## src/generalized_advantage_estimator_macros.svh

```systemverilog
// ---------------------------------------------------------------------------
// Assertion macros for the generalised advantage estimator
// Implication and next-cycle implication checks, clocked and reset-qualified.
// ---------------------------------------------------------------------------
`ifndef GENERALIZED_ADVANTAGE_ESTIMATOR_MACROS_SVH
`define GENERALIZED_ADVANTAGE_ESTIMATOR_MACROS_SVH

`ifndef SYNTH
// same-cycle implication
`define GAE_ASSERT_IMP(lbl, ck, rstn, ante, cons, msg) \
	lbl: assert property (@(posedge ck) disable iff (!rstn) (ante) |-> (cons)) \
		else $error(msg);
// next-cycle implication
`define GAE_ASSERT_NXT(lbl, ck, rstn, ante, cons, msg) \
	lbl: assert property (@(posedge ck) disable iff (!rstn) (ante) |=> (cons)) \
		else $error(msg);
`else
`define GAE_ASSERT_IMP(lbl, ck, rstn, ante, cons, msg)
`define GAE_ASSERT_NXT(lbl, ck, rstn, ante, cons, msg)
`endif

`endif

```

## src/gae_pkg.sv

```systemverilog
`timescale 1ns / 1ps
// ---------------------------------------------------------------------------
// gae_pkg
// Shared widths, types and fixed-point helpers of the advantage estimator.
// ---------------------------------------------------------------------------
package gae_pkg;

	localparam int AGENT_W        = 6;
	localparam int DATA_W         = 32;
	localparam int FACTOR_W       = 17;
	localparam int DECAY_W        = 18;
	localparam int FRAC_W         = 16;
	localparam int AGENTS_DEFAULT = 64;
	localparam int QUEUE_DEPTH    = 4;

	// stream payload layout
	localparam int IN_FIELDS_W  = AGENT_W + 4 * DATA_W;
	localparam int IN_TDATA_W   = ((IN_FIELDS_W + 7) / 8) * 8;
	localparam int IN_TUSER_W   = 3;
	localparam int OUT_FIELDS_W = AGENT_W + 2 * DATA_W;
	localparam int OUT_TDATA_W  = ((OUT_FIELDS_W + 7) / 8) * 8;

	// configuration port
	localparam int APB_ADDR_W = 3;
	localparam int APB_DATA_W = 32;

	localparam logic [FACTOR_W-1:0] DISCOUNT_RESET    = 17'd64881;
	localparam logic [FACTOR_W-1:0] TRACE_DECAY_RESET = 17'd62259;

	typedef enum logic [0:0] {
		REG_DISCOUNT    = 1'b0,
		REG_TRACE_DECAY = 1'b1
	} reg_idx_t;

	// classified sample handed from the front end to the back end
	typedef struct packed {
		logic [AGENT_W-1:0]       agent;
		logic signed [DATA_W-1:0] reward_adj;
		logic signed [DATA_W-1:0] value;
		logic signed [DATA_W-1:0] bootstrap_value;
		logic                     episode_done;
		logic                     final_step;
		logic                     in_range;
	} item_t;

	// back end activity, watched by the top level checks
	typedef struct packed {
		logic               rd_en;
		logic               rd_inside;
		logic [AGENT_W-1:0] rd_agent;
		logic               s3_valid;
	} back_status_t;

	// Q16.16 times unsigned Q1.16, rounded to nearest with ties upward
	function automatic logic signed [DATA_W+1:0] mul_q16_discount(
		input logic signed [DATA_W-1:0] a,
		input logic [FACTOR_W-1:0]      f
	);
		logic signed [DATA_W+FACTOR_W:0] pa;
		logic signed [DATA_W+FACTOR_W:0] pf;
		logic signed [DATA_W+FACTOR_W:0] p;
		pa = (DATA_W+FACTOR_W+1)'(a);
		pf = (DATA_W+FACTOR_W+1)'({1'b0, f});
		p  = pa * pf + (DATA_W+FACTOR_W+1)'(1 << (FRAC_W - 1));
		return p[DATA_W+FACTOR_W:FRAC_W];
	endfunction

	// clamp to the signed 32-bit range
	function automatic logic signed [DATA_W-1:0] sat32(input logic signed [DATA_W+4:0] v);
		logic signed [DATA_W+4:0] hi;
		logic signed [DATA_W+4:0] lo;
		hi = (DATA_W+5)'(64'sd2147483647);
		lo = (DATA_W+5)'(-64'sd2147483648);
		if (v > hi) begin
			return {1'b0, {(DATA_W-1){1'b1}}};
		end else if (v < lo) begin
			return {1'b1, {(DATA_W-1){1'b0}}};
		end else begin
			return v[DATA_W-1:0];
		end
	endfunction

endpackage

```

## src/gae_front.sv

```systemverilog
`timescale 1ns / 1ps
// ---------------------------------------------------------------------------
// gae_front
// Input stage: takes samples, folds in the truncation bootstrap, classifies.
// ---------------------------------------------------------------------------
module gae_front #(
	parameter int AGENTS = gae_pkg::AGENTS_DEFAULT
) (
	input  logic                               clk,
	input  logic                               arst_n,
	input  logic                               s_axis_tvalid,
	output logic                               s_axis_tready,
	// agent, reward, value, bootstrap_value, trunc_value (low bits first)
	input  logic [gae_pkg::IN_TDATA_W-1:0]     s_axis_tdata,
	// episode_done, final_step, trunc_valid (low bit first)
	input  logic [gae_pkg::IN_TUSER_W-1:0]     s_axis_tuser,
	input  logic [gae_pkg::FACTOR_W-1:0]       discount,
	input  logic                               q_full,
	output logic                               q_push,
	output gae_pkg::item_t                     q_item
);

	import gae_pkg::*;

	localparam int OFS_REWARD = AGENT_W;
	localparam int OFS_VALUE  = OFS_REWARD + DATA_W;
	localparam int OFS_BOOT   = OFS_VALUE + DATA_W;
	localparam int OFS_TRUNC  = OFS_BOOT + DATA_W;

	logic                     valid_s1;
	logic [AGENT_W-1:0]       agent_s1;
	logic signed [DATA_W-1:0] reward_s1;
	logic signed [DATA_W-1:0] value_s1;
	logic signed [DATA_W-1:0] boot_s1;
	logic signed [DATA_W-1:0] trunc_value_s1;
	logic                     done_s1;
	logic                     final_s1;
	logic                     trunc_s1;
	logic                     take;
	logic signed [DATA_W+1:0] trunc_prod;
	logic signed [DATA_W-1:0] reward_adj;

	assign s_axis_tready = !valid_s1 || !q_full;
	assign take          = s_axis_tvalid && s_axis_tready;
	assign q_push        = valid_s1 && !q_full;

	// stage valid
	always_ff @(posedge clk or negedge arst_n) begin
		if (!arst_n) begin
			valid_s1 <= 1'b0;
		end else if (take) begin
			valid_s1 <= 1'b1;
		end else if (q_push) begin
			valid_s1 <= 1'b0;
		end
	end

	// sample capture
	always_ff @(posedge clk) begin
		if (take) begin
			agent_s1       <= s_axis_tdata[AGENT_W-1:0];
			reward_s1      <= s_axis_tdata[OFS_REWARD +: DATA_W];
			value_s1       <= s_axis_tdata[OFS_VALUE +: DATA_W];
			boot_s1        <= s_axis_tdata[OFS_BOOT +: DATA_W];
			trunc_value_s1 <= s_axis_tdata[OFS_TRUNC +: DATA_W];
			done_s1        <= s_axis_tuser[0];
			final_s1       <= s_axis_tuser[1];
			trunc_s1       <= s_axis_tuser[2];
		end
	end

	// reward plus discounted truncation value
	assign trunc_prod = mul_q16_discount(trunc_value_s1, discount);
	assign reward_adj = trunc_s1
		? sat32((DATA_W+5)'(reward_s1) + (DATA_W+5)'(trunc_prod))
		: reward_s1;

	always_comb begin
		q_item.agent           = agent_s1;
		q_item.reward_adj      = reward_adj;
		q_item.value           = value_s1;
		q_item.bootstrap_value = boot_s1;
		q_item.episode_done    = done_s1;
		q_item.final_step      = final_s1;
		q_item.in_range        = (32'(agent_s1) < 32'(AGENTS));
	end

endmodule

```

## config.mk

```make
export PLATFORM = sky130hd
export DESIGN_NAME = gae_front
export DESIGN_NICKNAME = d
export VERILOG_FILES = /design/src/generalized_advantage_estimator_macros.svh /design/src/gae_pkg.sv /design/src/gae_front.sv
export SDC_FILE = /design/constraint.sdc
export NUM_CORES = 2
export LEC_CHECK = 0
export BUFFER_PORTS_ARGS = -buffer_cell sky130_fd_sc_hd__buf_2
export CORE_MARGIN = 2
export CORE_UTILIZATION = 60
export CTS_CLUSTER_SIZE = 10
export DETAILED_ROUTE_END_ITERATION = 16
export PLACE_DENSITY = 0.87
export SYNTH_ARGS = -nofsm -noshare
export SYNTH_HDL_FRONTEND = slang
export SYNTH_SLANG_ARGS = --single-unit
```

## constraint.sdc

```tcl
create_clock -name clk -period 26.7 [get_ports clk]
set_input_delay 1.335 -clock clk [delete_from_list [all_inputs] [get_ports clk]]
set_output_delay 1.335 -clock clk [all_outputs]
set_load 0.1 [all_outputs]
```

==> impl_metrics.py <==
metrics = {
    "timing": {
        "fmax_mhz": 77.2,
        "setup_tns_ps": 0,
        "slew_viol_final": 0,
        "worst_pin_slew_ps": 1020,
        "fin_crit_sh_pct": 48.5,
        "whs_ps": 540,
        "slew-limit-headroom_pct": 31.5,
        "rsz0062_at_grt": "false",
        "finalHoldViolCount": 0,
        "skew_ps": 19.3,
        "finalSetupViolCount": 0,
        "setup_ws_ps": 13750,
        "min_period_ps": 12950,
    },
    "place": {
        "dp_slack_ps": 13940,
        "hpwl_um": 48300,
        "gp_congestion": 0.875,
        "port-buffer-count": 263,
        "dpl.cell_count": 3195,
    },
    "clock_network": {
        "post_cts_buffers": 0,
        "worstSkewPairLatency_ps": 480,
        "cts-root-buf": "clkbuf_16",
        "clkTransAtPathRegs_ps": 60,
        "hold_buffers": 0,
        "cts_buffer_depth": 2,
        "post_cts_resized": 0,
        "cts_buffers": 17,
        "clock-sinks": 138,
        "htree_num_levels": 4,
        "cts_tree": "built",
    },
    "synthesis": {
        "netlist.area_leader.share_pct": 41.2,
        "ys_types": 69,
        "yosys_warnings": 0,
        "synthTopCellsByArea": "fa_1 (41%), edfxtp_1 (16%), ha_1 (9.1%)",
        "synthArstFlopShare_pct": 0.725,
        "synthCells": 2488,
        "yosysSeqAreaShare_pct": 16.4,
        "syn_area_per_cell_um2": 10.2,
        "synth_edf_count": 137,
        "yosysTopAreaCell": "fa_1",
        "ys.flop_type": "edfxtp_1",
        "synthesis.nets": 3353,
        "synth_area_um2": 25300,
        "synth_seq_cells": 138,
    },
    "setup_path": {
        "r2r_setup_slack_ps": 24240,
        "worst-path-buf-inv": 5,
        "r2r_cells": 3,
        "crit_cells": 31,
        "crit_top_cell": "fa_1",
        "arrival_ps": 11610,
        "start_kind": "input pin",
        "crit_fanout": 32,
        "crit_slowest_cell": "a211oi_1",
        "reg2reg_from": "valid_s1$_DFFE_PN0P_",
        "crit_required_ps": 25360,
        "crit_family": "compound AO/OA/AOI/OAI gates",
        "max_stage_delay_ps": 810,
        "worst_r2r_endpoint": "trunc_value_s1[11]$_DFFE_PP_",
        "end_kind": "output pin",
        "crit_type": "input pin to output pin",
    },
    "routing": {
        "totalWireLength_um": 61500,
        "drc_errors": 0,
        "vias": 18249,
        "dr.pass1.iters": 7,
        "ant_nets": 0,
        "vias_per_cell": 5.65,
        "routedWlPerCell_um": 19.0,
        "drt_iter0_drc": 1152,
    },
    "global_routing": {
        "grt_pass1_vias": 20889,
        "grt_util_all_layers_pct": 30.2,
        "grt_pass1_wl_um": 103000,
        "antenna_found_initial": 1,
        "use_met1_pct": 37.2,
        "busiest_layer": "met2",
        "use_met2_pct": 52.1,
        "grt.overflow.total": 0,
        "grt_max_degree": 83,
        "met3_usage_pct": 7.17,
    },
    "floorplanning": {
        "dieWidth_um": 209,
        "core_um2": 41800,
        "row_count": 75,
        "initial_core_util_pct": 60.6,
        "die_h_um": 209,
        "io_pins": 267,
        "fp.dieArea_um2": 43800,
    },
    "hold_path": {
        "hold_start": "valid_s1$_DFFE_PN0P_",
        "hold_path_end": "valid_s1$_DFFE_PN0P_",
        "hold_path.class": "register to register",
        "holdPathStages": 2,
    },
    "layout": {
        "drive_above_1_share_pct": 12.9,
        "fin_cells": 3228,
        "nets": 3540,
        "area_growth_pct": 8.79,
    },
    "run": {
        "maxCapViolCount": 0,
    },
    "run_status": {
        "status": "completed",
    },
}
cells by family (layout without fill, tap and decap cells):
kind of cell | after synthesis | after routing | share of synthesized area [%]
fa+ha+maj | 705 | 705 | 50.3
xor+xnor | 69 | 69 | 2.39
other cells | 1 | 2 | 0.0148
buf+inv | 659 | 859 | 9.96
mux | 2 | 2 | 0.0841
simple gates | 693 | 693 | 14.5
flops | 138 | 138 | 16.4
compound gates | 221 | 221 | 6.32
worst register-to-register path: cells and delay by family, from the launching register on:
kind,cells,cell delay [ps]
buf+inv,1,910
simple gates,2,750
flops,1,380
layout by cell type, fill, tap and decap left out, types with 3 or more instances in the layout:
cell,instances
ha_1,184
clkbuf_16,17
inv_8,5
o211ai_1,10
xnor2_1,46
nor3_1,9
a221o_1,3
and2_1,351
nor2_1,30
o21ai_1,4
fa_1,521
xor2_1,23
and4_1,5
a211oi_1,10
a21boi_0,4
o21ai_0,28
o21bai_1,8
o2111ai_1,3
nor2b_1,10
a21oi_1,62
nand3_1,16
buf_2,263
nor3b_1,5
a41oi_1,4
buf_4,6
a221o_2,27
a21o_1,24
edfxtp_1,137
nand4_1,6
o21a_1,7
inv_6,4
clkinv_8,4
and3_1,4
inv_1,558
nand2_1,240
registers in the layout, indices dropped and copies added, names as in the netlist:
name            cells
boot_s1            32
agent_s1            6
valid_s1            1
trunc_value_s1     32
value_s1           32
reward_s1          32
done_s1             1
final_s1            1
trunc_s1            1
stage by stage:
stage / util, % / cell area (um^2)
after CTS: 65.9 / 27500
after global placement: 64.4 / 26900
final: 65.9 / 27500
after global routing: 65.9 / 27500
after detailed placement: 64.4 / 26900
after floorplan: - / 25300
metal layers:
metal / part of all wire (%) / wire [um]
met1: 37 / 22800
met2: 51 / 31600
met3: 8.3 / 5120
met4: 3.0 / 1850
met5: 0 / 0
area by class of cell:
cell class,instances,area [um^2]
diodes,1,2.50
fillers,3007,14200
clock buffers,17,425
repair buffers,269,1360
clock inverters,15,181
multi-input cells,1691,18600
flip-flops and latches,138,4140
well taps,539,674
inverters,558,2090
worst max path at each step:
stage                             to   startpoint  slack (ps)
after floorplan           q_item[67]  discount[9]       15750
after global placement    q_item[97]  discount[1]       14030
after detailed placement  q_item[97]  discount[3]       13940
after CTS                 q_item[97]  discount[3]       13880
after global routing      q_item[97]  discount[3]       13210
final                     q_item[97]  discount[3]       13750
cell usage after synthesis, types with 3 or more instances:
master,instances
a211oi_1,10
nor3_1,9
a21boi_0,4
and4_1,5
o211ai_1,10
a41oi_1,4
xor2_1,23
xnor2_1,46
nor2_1,30
a221o_1,3
a21oi_1,62
o2111ai_1,3
a221o_2,27
ha_1,184
nor3b_1,5
nand3_1,16
buf_4,4
nand2_1,240
inv_1,558
fa_1,521
edfxtp_1,137
and3_1,4
nor2b_1,10
o21a_1,7
and2_1,352
o21ai_1,4
o21ai_0,28
nand4_1,6
o21bai_1,8
clkbuf_1,91
a21o_1,24
buf_6,3
Power is left out: the tool's default activity adds up to more than one toggle a clock period on the data nets, which glitch-free logic cannot reach.
