===== config.mk =====
export PLATFORM = sky130hd
export DESIGN_NAME = gae_queue
export DESIGN_NICKNAME = d
export VERILOG_FILES = /design/src/generalized_advantage_estimator_macros.svh /design/src/gae_pkg.sv /design/src/gae_queue.sv
export SDC_FILE = /design/constraint.sdc
export NUM_CORES = 1
export LEC_CHECK = 0
export BUFFER_PORTS_ARGS = -buffer_cell sky130_fd_sc_hd__buf_2
export CAP_MARGIN = 10
export CORE_MARGIN = 2
export CORE_UTILIZATION = 38
export DETAILED_ROUTE_END_ITERATION = 16
export PLACE_DENSITY_LB_ADDON = 0.05
export SLEW_MARGIN = 5
export SYNTH_ARGS = -nofsm -noshare
export SYNTH_HDL_FRONTEND = slang
export SYNTH_SLANG_ARGS = --single-unit
export TNS_END_PERCENT = 100

===== constraint.sdc =====
create_clock -name clk -period 7.24 [get_ports clk]
set_input_delay 0.362 -clock clk [delete_from_list [all_inputs] [get_ports clk]]
set_output_delay 0.362 -clock clk [all_outputs]
set_load 0.01 [all_outputs]

===== src/generalized_advantage_estimator_macros.svh =====
// ---------------------------------------------------------------------------
// Assertion macros for the generalised advantage estimator
// Implication and next-cycle implication checks, clocked and reset-qualified.
// ---------------------------------------------------------------------------
`ifndef GENERALIZED_ADVANTAGE_ESTIMATOR_MACROS_SVH
`define GENERALIZED_ADVANTAGE_ESTIMATOR_MACROS_SVH

`ifndef SYNTH
// same-cycle implication
`define GAE_ASSERT_IMP(lbl, ck, rstn, ante, cons, msg) \
	lbl: assert property (@(posedge ck) disable iff (!rstn) (ante) |-> (cons)) \
		else $error(msg);
// next-cycle implication
`define GAE_ASSERT_NXT(lbl, ck, rstn, ante, cons, msg) \
	lbl: assert property (@(posedge ck) disable iff (!rstn) (ante) |=> (cons)) \
		else $error(msg);
`else
`define GAE_ASSERT_IMP(lbl, ck, rstn, ante, cons, msg)
`define GAE_ASSERT_NXT(lbl, ck, rstn, ante, cons, msg)
`endif

`endif


===== src/gae_pkg.sv =====
`timescale 1ns / 1ps
// ---------------------------------------------------------------------------
// gae_pkg
// Shared widths, types and fixed-point helpers of the advantage estimator.
// ---------------------------------------------------------------------------
package gae_pkg;

	localparam int AGENT_W        = 6;
	localparam int DATA_W         = 32;
	localparam int FACTOR_W       = 17;
	localparam int DECAY_W        = 18;
	localparam int FRAC_W         = 16;
	localparam int AGENTS_DEFAULT = 64;
	localparam int QUEUE_DEPTH    = 4;

	// stream payload layout
	localparam int IN_FIELDS_W  = AGENT_W + 4 * DATA_W;
	localparam int IN_TDATA_W   = ((IN_FIELDS_W + 7) / 8) * 8;
	localparam int IN_TUSER_W   = 3;
	localparam int OUT_FIELDS_W = AGENT_W + 2 * DATA_W;
	localparam int OUT_TDATA_W  = ((OUT_FIELDS_W + 7) / 8) * 8;

	// configuration port
	localparam int APB_ADDR_W = 3;
	localparam int APB_DATA_W = 32;

	localparam logic [FACTOR_W-1:0] DISCOUNT_RESET    = 17'd64881;
	localparam logic [FACTOR_W-1:0] TRACE_DECAY_RESET = 17'd62259;

	typedef enum logic [0:0] {
		REG_DISCOUNT    = 1'b0,
		REG_TRACE_DECAY = 1'b1
	} reg_idx_t;

	// classified sample handed from the front end to the back end
	typedef struct packed {
		logic [AGENT_W-1:0]       agent;
		logic signed [DATA_W-1:0] reward_adj;
		logic signed [DATA_W-1:0] value;
		logic signed [DATA_W-1:0] bootstrap_value;
		logic                     episode_done;
		logic                     final_step;
		logic                     in_range;
	} item_t;

	// back end activity, watched by the top level checks
	typedef struct packed {
		logic               rd_en;
		logic               rd_inside;
		logic [AGENT_W-1:0] rd_agent;
		logic               s3_valid;
	} back_status_t;

	// Q16.16 times unsigned Q1.16, rounded to nearest with ties upward
	function automatic logic signed [DATA_W+1:0] mul_q16_discount(
		input logic signed [DATA_W-1:0] a,
		input logic [FACTOR_W-1:0]      f
	);
		logic signed [DATA_W+FACTOR_W:0] pa;
		logic signed [DATA_W+FACTOR_W:0] pf;
		logic signed [DATA_W+FACTOR_W:0] p;
		pa = (DATA_W+FACTOR_W+1)'(a);
		pf = (DATA_W+FACTOR_W+1)'({1'b0, f});
		p  = pa * pf + (DATA_W+FACTOR_W+1)'(1 << (FRAC_W - 1));
		return p[DATA_W+FACTOR_W:FRAC_W];
	endfunction

	// clamp to the signed 32-bit range
	function automatic logic signed [DATA_W-1:0] sat32(input logic signed [DATA_W+4:0] v);
		logic signed [DATA_W+4:0] hi;
		logic signed [DATA_W+4:0] lo;
		hi = (DATA_W+5)'(64'sd2147483647);
		lo = (DATA_W+5)'(-64'sd2147483648);
		if (v > hi) begin
			return {1'b0, {(DATA_W-1){1'b1}}};
		end else if (v < lo) begin
			return {1'b1, {(DATA_W-1){1'b0}}};
		end else begin
			return v[DATA_W-1:0];
		end
	endfunction

endpackage


===== src/gae_queue.sv =====
`timescale 1ns / 1ps
// ---------------------------------------------------------------------------
// gae_queue
// Short FIFO between the front and back ends.
// ---------------------------------------------------------------------------
module gae_queue (
	input  logic                                     clk,
	input  logic                                     arst_n,
	input  logic                                     push,
	input  gae_pkg::item_t                           item_in,
	input  logic                                     pop,
	output logic                                     valid,
	output logic                                     full,
	output gae_pkg::item_t                           head,
	output logic [$clog2(gae_pkg::QUEUE_DEPTH+1)-1:0] count
);

	import gae_pkg::*;

	localparam int PTR_W = (QUEUE_DEPTH > 1) ? $clog2(QUEUE_DEPTH) : 1;
	localparam int CNT_W = $clog2(QUEUE_DEPTH + 1);

	item_t            mem_q [QUEUE_DEPTH];
	logic [PTR_W-1:0] wr_ptr_q;
	logic [PTR_W-1:0] rd_ptr_q;
	logic [CNT_W-1:0] count_q;

	function automatic logic [PTR_W-1:0] ptr_next(input logic [PTR_W-1:0] p);
		return (p == PTR_W'(QUEUE_DEPTH - 1)) ? '0 : p + 1'b1;
	endfunction

	assign valid = (count_q != '0);
	assign full  = (count_q == CNT_W'(QUEUE_DEPTH));
	assign head  = mem_q[rd_ptr_q];
	assign count = count_q;

	// pointers and fill level
	always_ff @(posedge clk or negedge arst_n) begin
		if (!arst_n) begin
			wr_ptr_q <= '0;
			rd_ptr_q <= '0;
			count_q  <= '0;
		end else begin
			if (push) begin
				wr_ptr_q <= ptr_next(wr_ptr_q);
			end
			if (pop) begin
				rd_ptr_q <= ptr_next(rd_ptr_q);
			end
			if (push && !pop) begin
				count_q <= count_q + 1'b1;
			end else if (pop && !push) begin
				count_q <= count_q - 1'b1;
			end
		end
	end

	// entry storage
	always_ff @(posedge clk) begin
		if (push) begin
			mem_q[wr_ptr_q] <= item_in;
		end
	end

endmodule


==> run summary <==
• **status** completed
• **Root Driver** sky130_fd_sc_hd__clkbuf_16
• **sink of the worst hold path** mem_q[1][16]$_DFFE_PP_
• **final-layout setup total negative slack** 0 ns
• **WP data arrival** 3.10 ns
• **DR iter-0 viols** 414
• **remaining routing DRC violations** 0
• **vertical die dimension** 206.2 um
• **share of the clock period used by the worst path** 47.78%
• **Vias** 7288
• **post-layout power** 7445 uW
• **post-cts sizing count** 0
• **via density per instance** 4.931
• **Max Root-Sink Buffers** 3
• **RSZ-0062 raised after global routing** no
• **worst hold path stage count** 1
• **Netlist cell types** 19
• **Comb pwr share** 27.2%
• **CTS tree** built
• **Final setup violation count** 0
• **total overflow reported by the global router** 0
• **combined global-route utilization of all metal layers** 15.46%
• **hold buffer count at cts** 79
• **Final Instance Count excl. Fillers** 1478
• **core region area** 0.04055 mm2
• **area grow syn2layout** 24.28%
• **maximum cell stage delay along the critical path** 0.90 ns
• **largest cells by area after synthesis** sky130_fd_sc_hd__edfxtp_1, sky130_fd_sc_hd__mux4_2, sky130_fd_sc_hd__dfrtp_1
• **total of buffers placed on input and output ports** 218
• **post-synthesis cell type with the largest combined area** sky130_fd_sc_hd__edfxtp_1
• **pin count of the biggest net entering global routing** 68
• **top flip-flop cell by instance count after synthesis** sky130_fd_sc_hd__edfxtp_1
• **Final Max Tran Viols** 0
• **Starting Density** 38.31%
• **Post-synth EDFFs** 420
• **Int Power** 5292 uW
• **routability-driven placement congestion ratio** 0.7196
• **final net count** 1029
• **clock share of power** 27.6%
• **post-synthesis sequential area ratio** 82.30%
• **length in cells of the worst reg-to-reg path** 4
• **post-placement worst setup slack** 4.357 ns
• **power spent charging and discharging nets** 2153 uW
• **data required time of the critical path** 6.88 ns
• **TritonCTS buffer count** 45
• **minimum clock period after layout** 3.459 ns
• **series of cell instances along the critical path** buf_4 -> mux4_2 -> buf_2
• **leading cell type by number of instances after synthesis** sky130_fd_sc_hd__edfxtp_1
• **maximum frequency from static timing analysis** 0.2891 GHz
• **fraction of post-synthesis cell area in the top cell type by area** 81.17%
• **worst hold start** item_in[16]
• **die footprint** 0.04252 mm2
• **row cnt** 74
• **r2r setup slk** 4.59 ns
• **startpoint of the worst register-to-register path** wr_ptr_q[0]$_DFFE_PN0P_
• **Post-DRT Antenna Nets** 0
• **Max-Slew Margin vs Limit** 23.99%
• **number of endpoints with negative hold slack in the final report** 0
• **#FFs+latches synth** 427
• **leading post-synthesis cells by instance count** sky130_fd_sc_hd__edfxtp_1, sky130_fd_sc_hd__mux4_2, sky130_fd_sc_hd__buf_2, sky130_fd_sc_hd__dfrtp_1, sky130_fd_sc_hd__ha_1
• **average wire per cell in the routed design** 21.97 um
• **startpoint type of the worst setup path** flip-flop
• **Initial DRT Pass Iterations** 4
• **HP Class** primary input to flip-flop
• **CP Max Fanout** 62
• **Max stage delay cell, worst path** sky130_fd_sc_hd__dfrtp_4
• **Critical Setup Path Class** flip-flop to output pin
• **r2r endpoint** mem_q[0][52]$_DFFE_PP_
• **ratio of cells with drive above 1 in the final layout** 41.95%
• **antenna violations before repair** 2
• **power density cells** 385.5 mW/mm2
• **largest clock skew in the final design** 0.009538 ns
• **Setup Buffers After CTS** 0
• **IR drop worst, VDD** 0.2068 mV
• **Synth async-reset ratio** 1.639%
• **category of the worst setup path capture point** output pin
• **I/O Pins** 219
• **Synthesized Nets** 702
• **setup slack after layout** 3.781 ns
• **Die W** 206.2 um
• **part of the total power dissipated in sequential elements** 45.2%
• **Post-Syn Area per Cell** 26.51 um2
• **leakage power** 0.006576 uW
• **combined area of all synthesized cells** 0.01554 mm2
• **CTS sink cnt** 427
• **number of instances in the synthesized netlist** 586
• **switching power as a share of total power** 28.92%
• **clock-pin transition on the worst setup and hold timing paths** 0.06 ns
• **clock network latency to the later pin of the worst-skew pair** 0.55 ns
• **wire length after detailed routing** 32480 um
• **half-perimeter wire length after detailed placement** 18560 um
• **CTS HTree Levels** 2
• **max-cap viol count** 0
• **Yosys warnings** 0
• **global-route wire length before repair** 48080 um
• **Least-Margin Pin Slew** 1.140 ns
• **number of global-route vias before repair** 8172
• **total placed cells including tap cells** 1319
-- state kept, by name, summed over array words and instances (netlist names) --
register  cells
rd_ptr_q      2
wr_ptr_q      2
mem_q       420
count         3
-- cell usage in the layout, fill, tap and decap left out --
cell,count
sky130_fd_sc_hd__xnor2_1,1
sky130_fd_sc_hd__o21ai_0,2
sky130_fd_sc_hd__clkinv_1,9
sky130_fd_sc_hd__diode_2,2
sky130_fd_sc_hd__dlygate4sd3_1,79
sky130_fd_sc_hd__and2_4,4
sky130_fd_sc_hd__dfrtp_1,5
sky130_fd_sc_hd__mux2_2,3
sky130_fd_sc_hd__clkinv_2,8
sky130_fd_sc_hd__ha_1,6
sky130_fd_sc_hd__xor2_1,2
sky130_fd_sc_hd__clkbuf_16,45
sky130_fd_sc_hd__buf_4,7
sky130_fd_sc_hd__nand2_1,2
sky130_fd_sc_hd__or3_1,1
sky130_fd_sc_hd__fa_1,1
sky130_fd_sc_hd__dfrtp_4,2
sky130_fd_sc_hd__inv_1,4
sky130_fd_sc_hd__buf_2,218
sky130_fd_sc_hd__nor3b_1,1
sky130_fd_sc_hd__edfxtp_1,420
sky130_fd_sc_hd__clkinvlp_4,3
sky130_fd_sc_hd__mux4_2,105
sky130_fd_sc_hd__nor2_1,3
sky130_fd_sc_hd__clkbuf_1,12
sky130_fd_sc_hd__bufinv_16,1
-- worst max path at each step --
stage	start	end	slack, ns	cells after the start
final	rd_ptr_q[1]$_DFFE_PN0P_	head[60]	3.78	3
after global placement	rd_ptr_q[1]$_DFFE_PN0P_	head[73]	4.33	3
after detailed placement	rd_ptr_q[1]$_DFFE_PN0P_	head[73]	4.36	3
after CTS	rd_ptr_q[0]$_DFFE_PN0P_	head[31]	3.74	3
after floorplan	wr_ptr_q[0]$_DFFE_PN0P_	mem_q[0][0]$_DFFE_PP_	3.72	3
after global routing	rd_ptr_q[0]$_DFFE_PN0P_	head[31]	3.64	3
-- area by class of cell --
type	count	area, um2
clock inverter	21	126.4
multi-input combinational	131	2597
clock buffer	57	1171
antenna	2	5.005
sequential	427	12790
inverter	4	15.01
timing repair buffer	304	1934
tap	532	665.6
fill	3435	21240
-- metrics by stage --
stage / instance area [um2] / util, % / hold WS, ns
2_1_floorplan: 15540 / - / 0.06641
6_report: 19310 / 47.62 / 0.03551
4_1_cts: 19300 / 47.60 / 0.0003136
3_3_place_gp: 17220 / 42.45 / 0.2025
3_5_place_dp: 17220 / 42.45 / 0.2115
5_1_grt: 19310 / 47.61 / 0.01559
-- kinds of logic after synthesis --
family / count (synthesis) / synth area share, %
flip-flops: 427 / 82.30
multiplexers: 108 / 15.44
buffers and inverters: 28 / 1.047
AND/OR/NAND/NOR: 11 / 0.3705
adder cells (fa/ha/maj): 7 / 0.6120
XOR/XNOR: 3 / 0.1691
AO/OA/AOI/OAI: 2 / 0.06443
-- worst max-delay path: cells and delay by family (launching register included) --
kind / cells / cell delay, ns
flip-flops: 1 / 0.90
buffers and inverters: 2 / 1.06
multiplexers: 1 / 0.46
-- power by group through the flow --
stage | registers, uW | clock network [uW] | logic (uW)
5_1_grt | 3410 | 2200 | 2200
3_3_place_gp | 3400 | 0 | 2040
4_1_cts | 3380 | 2120 | 2090
6_report | 3360 | 2060 | 2030
3_5_place_dp | 3430 | 0 | 2050
2_1_floorplan | 3320 | 0 | 1360
-- layer usage --
layer	track usage [%]	vias to the layer above	share of wire, %
li1	-	3187	-
met1	18.76	3868	40
met2	27.03	180	52
met3	3.737	53	6.0
met4	5.306	0	2.2
met5	0	-	0
Note: power is estimated with default switching activity, not from simulation.
